### config.mk
export PLATFORM = sky130hd
export DESIGN_NAME = keyword_tokenizer_flat
export DESIGN_NICKNAME = d
export VERILOG_FILES = /design/src/sv/kt_pkg.sv /design/src/sv/kt_if.sv /design/src/sv/keyword_tokenizer.sv /design/src/sv/kt_char_class.sv /design/src/flat_wrapper.sv
export SDC_FILE = /design/constraint.sdc
export NUM_CORES = 1
export LEC_CHECK = 0
export BUFFER_PORTS_ARGS = -buffer_cell sky130_fd_sc_hd__buf_2
export CELL_PAD_IN_SITES_DETAIL_PLACEMENT = 1
export CELL_PAD_IN_SITES_GLOBAL_PLACEMENT = 2
export CORE_ASPECT_RATIO = 1.5
export CORE_MARGIN = 8
export CORE_UTILIZATION = 42
export DETAILED_ROUTE_END_ITERATION = 16
export PLACE_DENSITY_LB_ADDON = 0.25
export SYNTH_ARGS = -nofsm -noshare
export SYNTH_HDL_FRONTEND = slang
export SYNTH_SLANG_ARGS = --single-unit
### constraint.sdc
create_clock -name clock -period 3.24 [get_ports clock]
set_input_delay 0.648 -clock clock [delete_from_list [all_inputs] [get_ports clock]]
set_output_delay 0.648 -clock clock [all_outputs]
set_load 0.02 [all_outputs]
### src/sv/kt_pkg.sv
// shared types and constants of the keyword tokenizer
package kt_pkg;

   // byte codes with a special meaning
   localparam logic [7:0] KT_END_OF_TEXT = 8'h00;
   localparam logic [7:0] KT_HYPHEN      = 8'h2D;
   localparam logic [7:0] KT_DIGIT_LO    = 8'h30;
   localparam logic [7:0] KT_DIGIT_HI    = 8'h39;
   localparam logic [7:0] KT_UPPER_LO    = 8'h41;
   localparam logic [7:0] KT_UPPER_HI    = 8'h5A;
   localparam logic [7:0] KT_LOWER_LO    = 8'h61;
   localparam logic [7:0] KT_LOWER_HI    = 8'h7A;

   // latin-1 letters that count as word bytes
   localparam logic [7:0] KT_LAT_A_UML_LC = 8'hE4;
   localparam logic [7:0] KT_LAT_O_UML_LC = 8'hF6;
   localparam logic [7:0] KT_LAT_U_UML_LC = 8'hFC;
   localparam logic [7:0] KT_LAT_A_UML_UC = 8'hC4;
   localparam logic [7:0] KT_LAT_O_UML_UC = 8'hD6;
   localparam logic [7:0] KT_LAT_U_UML_UC = 8'hDC;
   localparam logic [7:0] KT_LAT_SHARP_S  = 8'hDF;

   // shortest word that is emitted
   localparam int unsigned KT_MIN_KEEP_BYTES = 3;

   // classification of one text byte
   typedef struct packed {
      logic ascii_word;
      logic word;
      logic end_of_text;
   } char_class_type;

   // sequencer states
   typedef enum logic [2:0] {
      ST_IDLE  = 3'b001,
      ST_FETCH = 3'b010,
      ST_SEND  = 3'b100
   } state_type;

endpackage

### src/sv/kt_if.sv
// handshake channels for text items and keyword byte items
interface kt_req_if;
   logic       valid;
   logic       ready;
   logic [7:0] text_byte;

   modport source (output valid, output text_byte, input ready);
   modport sink   (input valid, input text_byte, output ready);
endinterface

interface kt_rsp_if;
   logic       valid;
   logic       ready;
   logic [7:0] word_byte;
   logic       word_end;

   modport source (output valid, output word_byte, output word_end, input ready);
   modport sink   (input valid, input word_byte, input word_end, output ready);
endinterface

### src/sv/keyword_tokenizer.sv
// Keyword tokenizer: word bytes are accepted one per cycle while idle and buffered in a word store.
// After a delimiter or end of text, the first keyword byte passes the fetch and send states to the
// output register, then one byte per cycle while the sink is ready, read from the read port of the
// word store. Input is held off while a word is fetched and sent, and longer while the sink stalls.
// Reset clears the byte count, skip mode, sequencer and output valid; the store is not cleared.
module keyword_tokenizer #(
   parameter int unsigned MAX_WORD_BYTES = 48
) (
   input  logic        clock,
   input  logic        reset,
   kt_req_if.sink      req_item,
   kt_rsp_if.source    rsp_item
);
   import kt_pkg::*;

   localparam int unsigned CNT_W  = $clog2(MAX_WORD_BYTES + 1);
   localparam int unsigned ADDR_W = $clog2(MAX_WORD_BYTES);

   // word store, one write and one registered read port
   logic [7:0] word_store [MAX_WORD_BYTES];

   state_type         state_ff, state_in;
   logic [CNT_W-1:0]  count_ff, count_in;
   logic              skip_ff, skip_in;
   logic [ADDR_W-1:0] idx_ff, idx_in;
   logic [7:0]        rd_data_ff;
   logic [ADDR_W-1:0] rd_addr;
   logic              wr_en;
   logic              rsp_valid_ff, rsp_valid_in;
   logic [7:0]        word_byte_ff, word_byte_in;
   logic              word_end_ff, word_end_in;

   char_class_type    cls;
   logic              accept;
   logic              out_free;
   logic              last_byte;

   kt_char_class u_class (
      .text_byte (req_item.text_byte),
      .cls       (cls)
   );

   assign req_item.ready     = (state_ff == ST_IDLE);
   assign accept             = req_item.valid & req_item.ready;
   assign out_free           = ~rsp_valid_ff | rsp_item.ready;
   assign last_byte          = ((CNT_W'(idx_ff) + CNT_W'(1)) == count_ff);

   assign rsp_item.valid     = rsp_valid_ff;
   assign rsp_item.word_byte = word_byte_ff;
   assign rsp_item.word_end  = word_end_ff;

   // sequencer: buffer bytes, then read the word out one byte a cycle while the output is free
   always_comb begin
      state_in     = state_ff;
      count_in     = count_ff;
      skip_in      = skip_ff;
      idx_in       = idx_ff;
      rd_addr      = idx_ff;
      wr_en        = 1'b0;
      rsp_valid_in = rsp_valid_ff & ~rsp_item.ready;
      word_byte_in = word_byte_ff;
      word_end_in  = word_end_ff;
      case (state_ff)
         ST_IDLE: begin
            if (accept) begin
               if (skip_ff) begin
                  // overlong word: drop bytes until a non-ascii-word byte
                  count_in = '0;
                  if (!cls.ascii_word) begin
                     skip_in = 1'b0;
                  end
               end else if (cls.word) begin
                  if (count_ff == CNT_W'(MAX_WORD_BYTES)) begin
                     count_in = '0;
                     skip_in  = 1'b1;
                  end else begin
                     wr_en    = 1'b1;
                     count_in = count_ff + CNT_W'(1);
                  end
               end else if (count_ff >= CNT_W'(KT_MIN_KEEP_BYTES)) begin
                  // delimiter or end of text with a word worth keeping
                  idx_in   = '0;
                  state_in = ST_FETCH;
               end else begin
                  count_in = '0;
               end
            end
         end
         ST_FETCH: begin
            // first read of the word is in flight
            state_in = ST_SEND;
         end
         ST_SEND: begin
            if (out_free) begin
               rsp_valid_in = 1'b1;
               word_byte_in = rd_data_ff;
               word_end_in  = last_byte;
               if (last_byte) begin
                  count_in = '0;
                  state_in = ST_IDLE;
               end else begin
                  idx_in   = idx_ff + ADDR_W'(1);
                  rd_addr  = idx_ff + ADDR_W'(1);
               end
            end
         end
         default: begin
            state_in = ST_IDLE;
         end
      endcase
   end

   // control registers
   always_ff @(posedge clock) begin
      if (reset) begin
         state_ff     <= ST_IDLE;
         count_ff     <= '0;
         skip_ff      <= 1'b0;
         rsp_valid_ff <= 1'b0;
      end else begin
         state_ff     <= state_in;
         count_ff     <= count_in;
         skip_ff      <= skip_in;
         rsp_valid_ff <= rsp_valid_in;
      end
   end

   // payload registers
   always_ff @(posedge clock) begin
      idx_ff       <= idx_in;
      word_byte_ff <= word_byte_in;
      word_end_ff  <= word_end_in;
   end

   // word store write port
   always_ff @(posedge clock) begin
      if (wr_en) begin
         word_store[count_ff[ADDR_W-1:0]] <= req_item.text_byte;
      end
   end

   // word store read port
   always_ff @(posedge clock) begin
      rd_data_ff <= word_store[rd_addr];
   end

endmodule

### src/sv/kt_char_class.sv
// byte classifier: ascii word bytes, latin-1 letters, end of text
module kt_char_class (
   input  logic [7:0]              text_byte,
   output kt_pkg::char_class_type  cls
);
   import kt_pkg::*;

   logic is_alnum;
   logic is_latin;

   // ascii letters, digits and hyphen
   assign is_alnum = ((text_byte >= KT_LOWER_LO) && (text_byte <= KT_LOWER_HI)) ||
                     ((text_byte >= KT_UPPER_LO) && (text_byte <= KT_UPPER_HI)) ||
                     ((text_byte >= KT_DIGIT_LO) && (text_byte <= KT_DIGIT_HI)) ||
                     (text_byte == KT_HYPHEN);

   // the seven latin-1 letters
   assign is_latin = (text_byte == KT_LAT_A_UML_LC) || (text_byte == KT_LAT_O_UML_LC) ||
                     (text_byte == KT_LAT_U_UML_LC) || (text_byte == KT_LAT_A_UML_UC) ||
                     (text_byte == KT_LAT_O_UML_UC) || (text_byte == KT_LAT_U_UML_UC) ||
                     (text_byte == KT_LAT_SHARP_S);

   always_comb begin
      cls.ascii_word  = is_alnum;
      cls.word        = is_alnum | is_latin;
      cls.end_of_text = (text_byte == KT_END_OF_TEXT);
   end

endmodule

### src/flat_wrapper.sv
// flat-port wrapper written by rule: the top's interface ports become plain ports
module keyword_tokenizer_flat import kt_pkg::*;
#(
   parameter int unsigned MAX_WORD_BYTES = 48
)
  (clock, reset, req_item_valid, req_item_text_byte, req_item_ready, rsp_item_valid, rsp_item_word_byte, rsp_item_word_end, rsp_item_ready);
  kt_req_if req_item_i ();
  kt_rsp_if rsp_item_i ();
  input  logic clock;
  input  logic reset;
  input wire logic [$bits(req_item_i.valid)-1:0] req_item_valid;
  input wire logic [$bits(req_item_i.text_byte)-1:0] req_item_text_byte;
  output wire logic [$bits(req_item_i.ready)-1:0] req_item_ready;
  output wire logic [$bits(rsp_item_i.valid)-1:0] rsp_item_valid;
  output wire logic [$bits(rsp_item_i.word_byte)-1:0] rsp_item_word_byte;
  output wire logic [$bits(rsp_item_i.word_end)-1:0] rsp_item_word_end;
  input wire logic [$bits(rsp_item_i.ready)-1:0] rsp_item_ready;
  assign req_item_i.valid = req_item_valid;
  assign req_item_i.text_byte = req_item_text_byte;
  assign req_item_ready = req_item_i.ready;
  assign rsp_item_valid = rsp_item_i.valid;
  assign rsp_item_word_byte = rsp_item_i.word_byte;
  assign rsp_item_word_end = rsp_item_i.word_end;
  assign rsp_item_i.ready = rsp_item_ready;
  keyword_tokenizer #(.MAX_WORD_BYTES(MAX_WORD_BYTES)) u_core (.clock(clock), .reset(reset), .req_item(req_item_i), .rsp_item(rsp_item_i));
endmodule
Word-level counts from Yosys, hierarchy flattened --
Memory sizes are Yosys's and may differ from the RTL's. A register that Yosys moved wholly into a read port is not among the register bits. Index checks and enable logic that the tools add are counted.
Storage, ports and cells: register bits 26, RAM bits 384, bits of input ports 12, output and inout bits 11, word-level logic and storage cells 97, memories kept 1
Memory list:
- u_core.word_store | words 48, bits a word 8, read ports 1, clocked after Yosys merged registers in 1, wr ports 1, line keyword_tokenizer.sv:20 | logic [7:0] word_store [MAX_WORD_BYTES];
Cells by class: add/sub/neg operators 2, order comparisons 7, eq/ne operators 20, mux-type cells 36, bitwise gates (word level) 6, reductions and logical operators 18
Operators by type and width (count):
- $mux 6 | 14
- $eq 8x8->1 const B | 7
- $pmux 6 s2 | 2
- $mux 3 | 6
- $ge 8x7->1 const B | 2
- $le 8x7->1 const B | 2
- $mux 1 | 13
- $add 6x1->6 const B | 2
- $reduce_and 5->1 | 2
- $logic_or 1x1->1 | 9
- $pmux 3 s3 | 1
- $eq 8x6->1 const B | 1
- $ge 8x6->1 const B | 1
- $le 8x6->1 const B | 1
- $ne 2x2->1 const B | 4
- $eq 6x6->1 | 1
- $eq 6x6->1 const B | 1
- $ge 6x2->1 const B | 1
- $reduce_and 6->1 | 1
- $ne 2x1->1 const B | 2
- $ne 4x4->1 const B | 1
- $reduce_and 2->1 | 2
- $eq 3x1->1 const B | 1
- $eq 3x2->1 const B | 1
- 6 further kinds | 11

Depth between registers and ports, before layout --
Gate-level depths: netlist of the first run.
depth after elaboration 14, mapped depth 16, mapped depth without buffers 10

Hierarchy --
From an unflattened synthesis of the first run, not the netlist that was laid out.
Unflattened totals: cells, all modules 1307, area total of the unflattened synthesis 18796.8 µm²
Modules (own cells, without submodules):
- keyword_tokenizer | instances 1, cells an instance 1287, area each 18656.6 µm², seq. area each 12361.9 µm²
- kt_char_class | instances 1, cells an instance 20, area each 140.1 µm², seq. area each 0.0 µm²

Least setup slack after synthesis of the first run --
Ideal clock, no wire load.
path kind input to register, start input port rsp_item_ready, end register u_core.rd_data_ff[0] (read register of u_core.word_store), setup time 136 ps, arrival 2978 ps, required time 3104 ps, path slack 126 ps, cell stages on the path 13, buffers on the path 3, cells stage by stage nand2b_1 clkbuf_1 nand2b_1 buf_2 inv_2 nand2_1 a211o_1 nand2_4 buf_2 mux4_2 mux2_2 o2111ai_1 o32ai_1
On the way: cells in the longest elaborated chain, start to end 3
Ends and longest elaborated chain:
- start: declaration | line flat_wrapper.sv:17 | input wire logic [$bits(rsp_item_i.ready)-1:0] rsp_item_ready;
- $or 1x1->1 | line keyword_tokenizer.sv:45 | assign out_free = ~rsp_valid_ff | rsp_item.ready;
- $mux 6 | line keyword_tokenizer.sv:94 | if (out_free) begin
- $mux 6 | line keyword_tokenizer.sv:63 | case (state_ff)
- end: declaration | line keyword_tokenizer.sv:26 | logic [7:0] rd_data_ff;
No other way between the ends. A chain may end at the register's enable or synchronous reset.

Worst setup path in the final report of the first run --
start register u_core.idx_ff[0], end register u_core.rd_data_ff[0] (read register of u_core.word_store)
On the way: cells in the longest elaborated chain, start to end 5
Ends and longest elaborated chain:
- start: declaration | line keyword_tokenizer.sv:25 | logic [ADDR_W-1:0] idx_ff, idx_in;
- start signal: assignment | line keyword_tokenizer.sv:130 | idx_ff <= idx_in;
- $add 6x1->6 | line keyword_tokenizer.sv:46, keyword_tokenizer.sv:103
- $eq 6x6->1 | line keyword_tokenizer.sv:46 | assign last_byte = ((CNT_W'(idx_ff) + CNT_W'(1)) == count_ff);
- $mux 6 | line keyword_tokenizer.sv:98 | if (last_byte) begin
- $mux 6 | line keyword_tokenizer.sv:94
- $mux 6 (*) | line keyword_tokenizer.sv:63
Mark *: on every way between the ends. The rest lies on a longest branch, timed or not.

==> results of run 1 <==
==> metal layers <==
layer  track usage [%]  wire length (um)  vias to the layer above
met5                 0                 0                        -
met2              40.8             33400                      278
li1                  -                 -                     5780
met3              2.28              1680                      120
met1              24.5             22400                     6687
met4              10.6              2680                        0
==> worst max-delay path: stages (launching register included) <==
cell,delay [ns]
edfxtp_1,0.44
ha_4,0.20
buf_6,0.12
nand3b_1,0.09
a221oi_2,0.08
buf_4,0.16
or4b_4,0.55
o211ai_4,0.14
nand2_4,0.18
buf_12,0.19
mux4_2,0.29
mux2_2,0.29
o2111ai_2,0.22
o32ai_2,0.12
==> cells by family after synthesis <==
kind of cell | count (synthesis) | synth area share (%)
flops | 418 | 64.1
simple gates | 328 | 7.91
mux | 254 | 15.1
compound gates | 235 | 9.37
buf+inv | 104 | 2.37
xor+xnor | 20 | 0.908
fa+ha+maj | 3 | 0.195
==> worst max-delay path by stage <==
stage                           startpoint                   end  slack [ns]  cells after the start
final                     u_core.idx_ff[0]  u_core.rd_data_ff[0]        0.03                     13
after global routing      u_core.idx_ff[0]  u_core.rd_data_ff[3]       -0.08                     13
after CTS                 u_core.idx_ff[0]  u_core.rd_data_ff[7]       0.002                     12
after detailed placement  u_core.idx_ff[0]  u_core.rd_data_ff[0]       -0.19                     14
after global placement    u_core.idx_ff[0]  u_core.rd_data_ff[0]       -0.07                     14
after floorplan             rsp_item_ready  u_core.rd_data_ff[0]        0.13                     13
==> power by group through the flow <==
| stage | registers [mW] | logic (mW) | clock network [mW] |
|---|---|---|---|
| floorplan | 6.04 | 0.0580 | 0 |
| global placement | 6.04 | 0.196 | 0 |
| detailed placement | 6.04 | 0.204 | 0 |
| CTS | 5.92 | 0.205 | 4.99 |
| global route | 5.92 | 0.220 | 5.17 |
| finish | 5.92 | 0.203 | 4.90 |
==> final cells by class <==
| type | count | share of cell area, % |
|---|---|---|
| Sequential cell | 418 | 52.4 |
| Clock buffer | 52 | 4.70 |
| Inverter | 9 | 0.143 |
| Tap cell | 588 | 3.12 |
| Multi-Input combinational cell | 840 | 29.0 |
| Clock inverter | 22 | 1.08 |
| Timing Repair Buffer | 247 | 9.62 |
==> sequential cells by signal, indices dropped and copies added (netlist names) <==
name,cells
u_core.count_ff,6
u_core.idx_ff,6
u_core.rd_data_ff,8
u_core.rsp_item.valid,1
u_core.rsp_item.word_byte,8
u_core.rsp_item.word_end,1
u_core.skip_ff,1
u_core.state_ff,3
u_core.word_store,384
==> through the flow <==
step	power [mW]	utilization, %	area, um2
2_1_floorplan	6.10	-	19300
3_3_place_gp	6.23	47.2	21500
3_5_place_dp	6.24	47.2	21500
4_1_cts	11.1	50.5	23000
5_1_grt	11.3	51.9	23600
6_report	11.0	51.9	23600
==> repair_timing <==
item	in CTS	in global routing
hold endpoints to repair	0	0
gates resized for setup	19	69
setup endpoints to repair	8	8
buffers inserted	8	18
pin swaps	7	24
gates cloned	0	5
==> layout by cell type, fill, tap and decap left out, types with 26 or more instances in the layout <==
cell         n
nor2_1      83
buf_4      176
mux4_2      29
edfxtp_1   399
nand2_1    136
nand3_1     32
mux2i_1    212
a21oi_1     26
clkbuf_16   47
==> impl_metrics.env, run 1 <==
export IMPL_die_width_um=191
export IMPL_relSlewSlack_pct=42.5
export IMPL_synthesis_area_um2=19300
export IMPL_peakVddDrop_uv=476
export IMPL_hold_viol=0
export IMPL_netlist_instances=1362
export IMPL_hold_slack_ns=0.369
export IMPL_fin_crit_sh_pct=99.1
export IMPL_min_delay_start="reset"
export IMPL_p_comb_share_pct=1.8
export IMPL_timing_rr_end="u_core.rd_data_ff[0]"
export IMPL_start_util_pct=42.4
export IMPL_drive_above_1_share_pct=26.4
export IMPL_htreeDepth=2
export IMPL_holdPathEnd="u_core.rsp_item.valid"
export IMPL_path_class="reg -> reg"
export IMPL_syn2layout_area_growth_pct=22.4
export IMPL_p_clk_share_pct=44.5
export IMPL_rows=96
export IMPL_num_vias=12865
export IMPL_avgSynthCellArea_um2=14.2
export IMPL_drtPass1Iterations=7
export IMPL_routed_wirelength_mm=60.1
export IMPL_grt_use_total_pct=22.0
export IMPL_grt_max_degree=92
export IMPL_fmaxAchievable_mhz=311
export IMPL_power_switching_mw=2.23
export IMPL_synthDistinctLibCells=74
export IMPL_n_antenna_cell=0
export IMPL_r2r_slack_ns=0.03
export IMPL_gp_congestion=0.845
export IMPL_finalSetupViolCount=0
export IMPL_fin_cells=2176
export IMPL_setup_slack_ns=0.0292
export IMPL_viasPerCell=5.91
export IMPL_drcViolationCount=0
export IMPL_syn_num_nets=1377
export IMPL_numCtsBuffers=41
export IMPL_synth_seq_cells=418
export IMPL_cp_arrival_ns=3.65
export IMPL_ff_latch_area_um2=12400
export IMPL_clock_root_buffer="clkbuf_16"
export IMPL_yosysTopAreaCellShare_pct=62.1
export IMPL_cts_sinks=418
export IMPL_rsz0062_at_grt="yes"
export IMPL_wl_per_cell_um=27.6
export IMPL_min_path_type="in -> reg"
export IMPL_leakage_nw=9.10
export IMPL_antenna_found_initial=3
export IMPL_place_hpwl_mm=40.3
export IMPL_setup_tns_ns=0
export IMPL_rr_worst_depth=13
export IMPL_ios=23
export IMPL_end_kind="flop"
export IMPL_yosys_warnings=0
export IMPL_yosys_area_top_type="edfxtp_1"
export IMPL_clkTransAtPathRegs_ns=0.06
export IMPL_yosysMostFrequentCell="edfxtp_1"
export IMPL_crit_path_start_kind="flop"
export IMPL_clk_latency_ns=0.56
export IMPL_coreArea_um2=45500
export IMPL_async_flop_share_pct=0
export IMPL_fin_skew_ns=0.0161
export IMPL_die_area_um2=53200
export IMPL_worstMarginPinSlew_ns=0.862
export IMPL_status="complete, no violations"
export IMPL_pre_cts_ws_ns=-0.194
export IMPL_ys_flop_type="edfxtp_1"
export IMPL_fill_cells=4388
export IMPL_rr_startpoint="u_core.idx_ff[0]"
export IMPL_p_int_mw=8.80
export IMPL_seq_area_frac_synth_pct=64.1
export IMPL_grt_pass1_vias=13900
export IMPL_ys_top_cells_by_area="edfxtp_1 (62%), mux2i_1 (11%), mux4_2 (3.4%)"
export IMPL_clock_path_buffers=3
export IMPL_die_y_um=278
export IMPL_swShare_pct=20.2
export IMPL_critPathRequiredTime_ns=3.68
export IMPL_synth_edf_count=399
export IMPL_multi_input_area_um2=6840
export IMPL_drt_iter0_markers=735
export IMPL_seqPwrFrac_pct=53.7
export IMPL_placedCellCount=2071
export IMPL_max_cap_violations=0
export IMPL_nets=1572
export IMPL_drv_slew=0
export IMPL_io_buffers=22
export IMPL_antenna_left=0
export IMPL_grt_pass1_wl_mm=87.7
export IMPL_cts_hold_buf=0
export IMPL_cts_tree="yes"
export IMPL_yosys_top_cells_count="edfxtp_1 (399), mux2i_1 (212), nand2_1 (138)"
export IMPL_min_period_ns=3.21
export IMPL_p_per_area_nw_per_um2=467
export IMPL_crit_fanout=7
export IMPL_min_path_cells=2
export IMPL_gr_total_overflow=0
Note: power is estimated with default switching activity, not from simulation.
==> run 2: changes to the inputs <==
RECOVER_POWER = 50   (was not set)
==> run 2 against run 1 <==
The flow now finishes with violations (max-capacitance violations, max-slew violations). Clock power barely moved. Wire length barely moved. Register-to-register slack barely moved. Non-clock buffer count did not move. Clock skew fell by 0.00083 ns. Via count rose by 0.43%. Core utilization fell by 0.13 points. Sequential share of layout area rose by 0.14 points. Setup slack got worse by 0.0024 ns. Critical endpoint unchanged. Largest power group unchanged.
==> impl_metrics.env, run 2 (synthesis gave the netlist of run 1 again) <==
export IMPL_end_kind="flop"
export IMPL_p_int_mw=8.80
export IMPL_setup_slack_ns=0.0268
export IMPL_drt_iter0_markers=750
export IMPL_placed_cell_area_um2=21500
export IMPL_grt_pass1_vias=13900
export IMPL_drtPass1Iterations=5
export IMPL_p_clk_share_pct=44.5
export IMPL_io_buffers=22
export IMPL_htreeDepth=2
export IMPL_grt_max_degree=92
export IMPL_clock_root_buffer="clkbuf_16"
export IMPL_nets=1572
export IMPL_fin_area_um2=23500
export IMPL_antenna_left=0
export IMPL_max_stage_delay_ns=0.55
export IMPL_layout_commonest_cell="edfxtp_1"
export IMPL_fin_crit_sh_pct=99.2
export IMPL_setup_tns_ns=0
export IMPL_failed_checks="max-capacitance violations, max-slew violations"
export IMPL_fin_skew_ns=0.0153
export IMPL_crit_path_start_kind="flop"
export IMPL_min_period_ns=3.21
export IMPL_fill_cells=4399
export IMPL_gr_total_overflow=0
export IMPL_start_util_pct=42.4
export IMPL_hold_viol=0
export IMPL_cp_cell_sequence="ha_4, buf_6, nand3b_1, a221oi_2, buf_4, or4b_4, o211ai_4, nand2_4, buf_12, mux4_2, mux2_2, o2111ai_2, o32ai_2"
export IMPL_die_area_um2=53200
export IMPL_num_vias=12920
export IMPL_min_path_type="in -> reg"
export IMPL_cpLargestDelayFamily="simple AND/OR/NAND/NOR gates"
export IMPL_syn2layout_area_growth_pct=22.1
export IMPL_ios=23
export IMPL_crit_fanout=7
export IMPL_swShare_pct=20.2
export IMPL_grt_pass1_wl_mm=87.7
export IMPL_cts_tree="yes"
export IMPL_largest_register_ffs=384
export IMPL_drive_above_1_share_pct=24.7
export IMPL_cp_num_cells=13
export IMPL_routed_wirelength_mm=60.1
export IMPL_wl_per_cell_um=27.6
export IMPL_die_width_um=191
export IMPL_gp_congestion=0.845
export IMPL_final_cell_mix="edfxtp_1 (399), mux2i_1 (212), buf_4 (164)"
export IMPL_relSlewSlack_pct=-77.2
export IMPL_clk_latency_ns=0.56
export IMPL_drv_slew=330
export IMPL_path_class="reg -> reg"
export IMPL_leakage_nw=9.01
export IMPL_die_y_um=278
export IMPL_rr_worst_depth=13
export IMPL_coreArea_um2=45500
export IMPL_pre_cts_ws_ns=-0.194
export IMPL_grt_use_total_pct=22.0
export IMPL_peakVddDrop_uv=477
export IMPL_worstMarginPinSlew_ns=2.66
export IMPL_place_hpwl_mm=40.3
export IMPL_drcViolationCount=0
export IMPL_cts_sinks=418
export IMPL_status="complete, but fails checks"
export IMPL_finalSetupViolCount=0
export IMPL_seqPwrFrac_pct=53.8
export IMPL_cpMaxStageDelayCell="or4b_4"
export IMPL_clock_path_buffers=3
export IMPL_rsz0062_at_grt="yes"
export IMPL_min_path_cells=2
export IMPL_p_comb_share_pct=1.8
export IMPL_fmaxAchievable_mhz=311
export IMPL_antenna_found_initial=3
export IMPL_hold_slack_ns=0.367
export IMPL_viasPerCell=5.93
export IMPL_cp_arrival_ns=3.65
export IMPL_max_cap_violations=8
export IMPL_power_switching_mw=2.23
export IMPL_clkTransAtPathRegs_ns=0.06
export IMPL_rows=96
export IMPL_critPathRequiredTime_ns=3.68
export IMPL_numCtsBuffers=41
export IMPL_crit_buf_inv=3
export IMPL_p_per_area_nw_per_um2=468
export IMPL_power_total_mw=11.0
run 2: layout make-up:
class | instances | area [um2] | area share, %
antenna | 1 | 2.50 | 0.0106
clock buffer | 52 | 1110 | 4.71
clock inverter | 22 | 255 | 1.08
inverter | 9 | 33.8 | 0.143
multi-input combinational | 840 | 6840 | 29.1
sequential | 418 | 12400 | 52.5
tap | 588 | 736 | 3.12
timing repair buffer | 247 | 2210 | 9.37
run 2: final timing paths:
path	endpoint	slack (ns)	startpoint
setup / recovery	u_core.rd_data_ff[0]	0.03	u_core.idx_ff[0]
hold / removal	u_core.rsp_item.valid	0.37	reset
setup reg to reg	u_core.rd_data_ff[0]	0.03	u_core.idx_ff[0]
hold reg to reg	u_core.rsp_item.word_byte[0]	0.43	u_core.rd_data_ff[0]
run 2: timing repair:
| item | in CTS | in global routing |
|---|---|---|
| setup buffers | 8 | 18 |
| pin swaps | 7 | 24 |
| gates resized for setup | 19 | 69 |
| cloned | 0 | 5 |
| endpoints found under the hold margin | 0 | 0 |
| hold buffers | 0 | 0 |
| setup endpoints to repair | 8 | 8 |
run 2: metal layers:
layer  global-route usage (%)  wire length [um]
met3                     2.28              1770
met2                     40.8             33300
met1                     24.5             22300
met4                     10.6              2700
met5                        0                 0
run 2: metrics by stage:
step	util, %	std cells
floorplan	-	1362
global placement	47.2	2071
detailed placement	47.2	2071
CTS	50.5	2153
global route	51.7	2176
finish	51.7	2177
run 2: power groups by stage:
| stage | registers (mW) | clock network (mW) | logic [mW] |
|---|---|---|---|
| finish | 5.93 | 4.90 | 0.196 |
| global route | 5.93 | 5.17 | 0.212 |
| CTS | 5.92 | 4.99 | 0.205 |
| detailed placement | 6.04 | 0 | 0.204 |
| global placement | 6.04 | 0 | 0.196 |
| floorplan | 6.04 | 0 | 0.0580 |
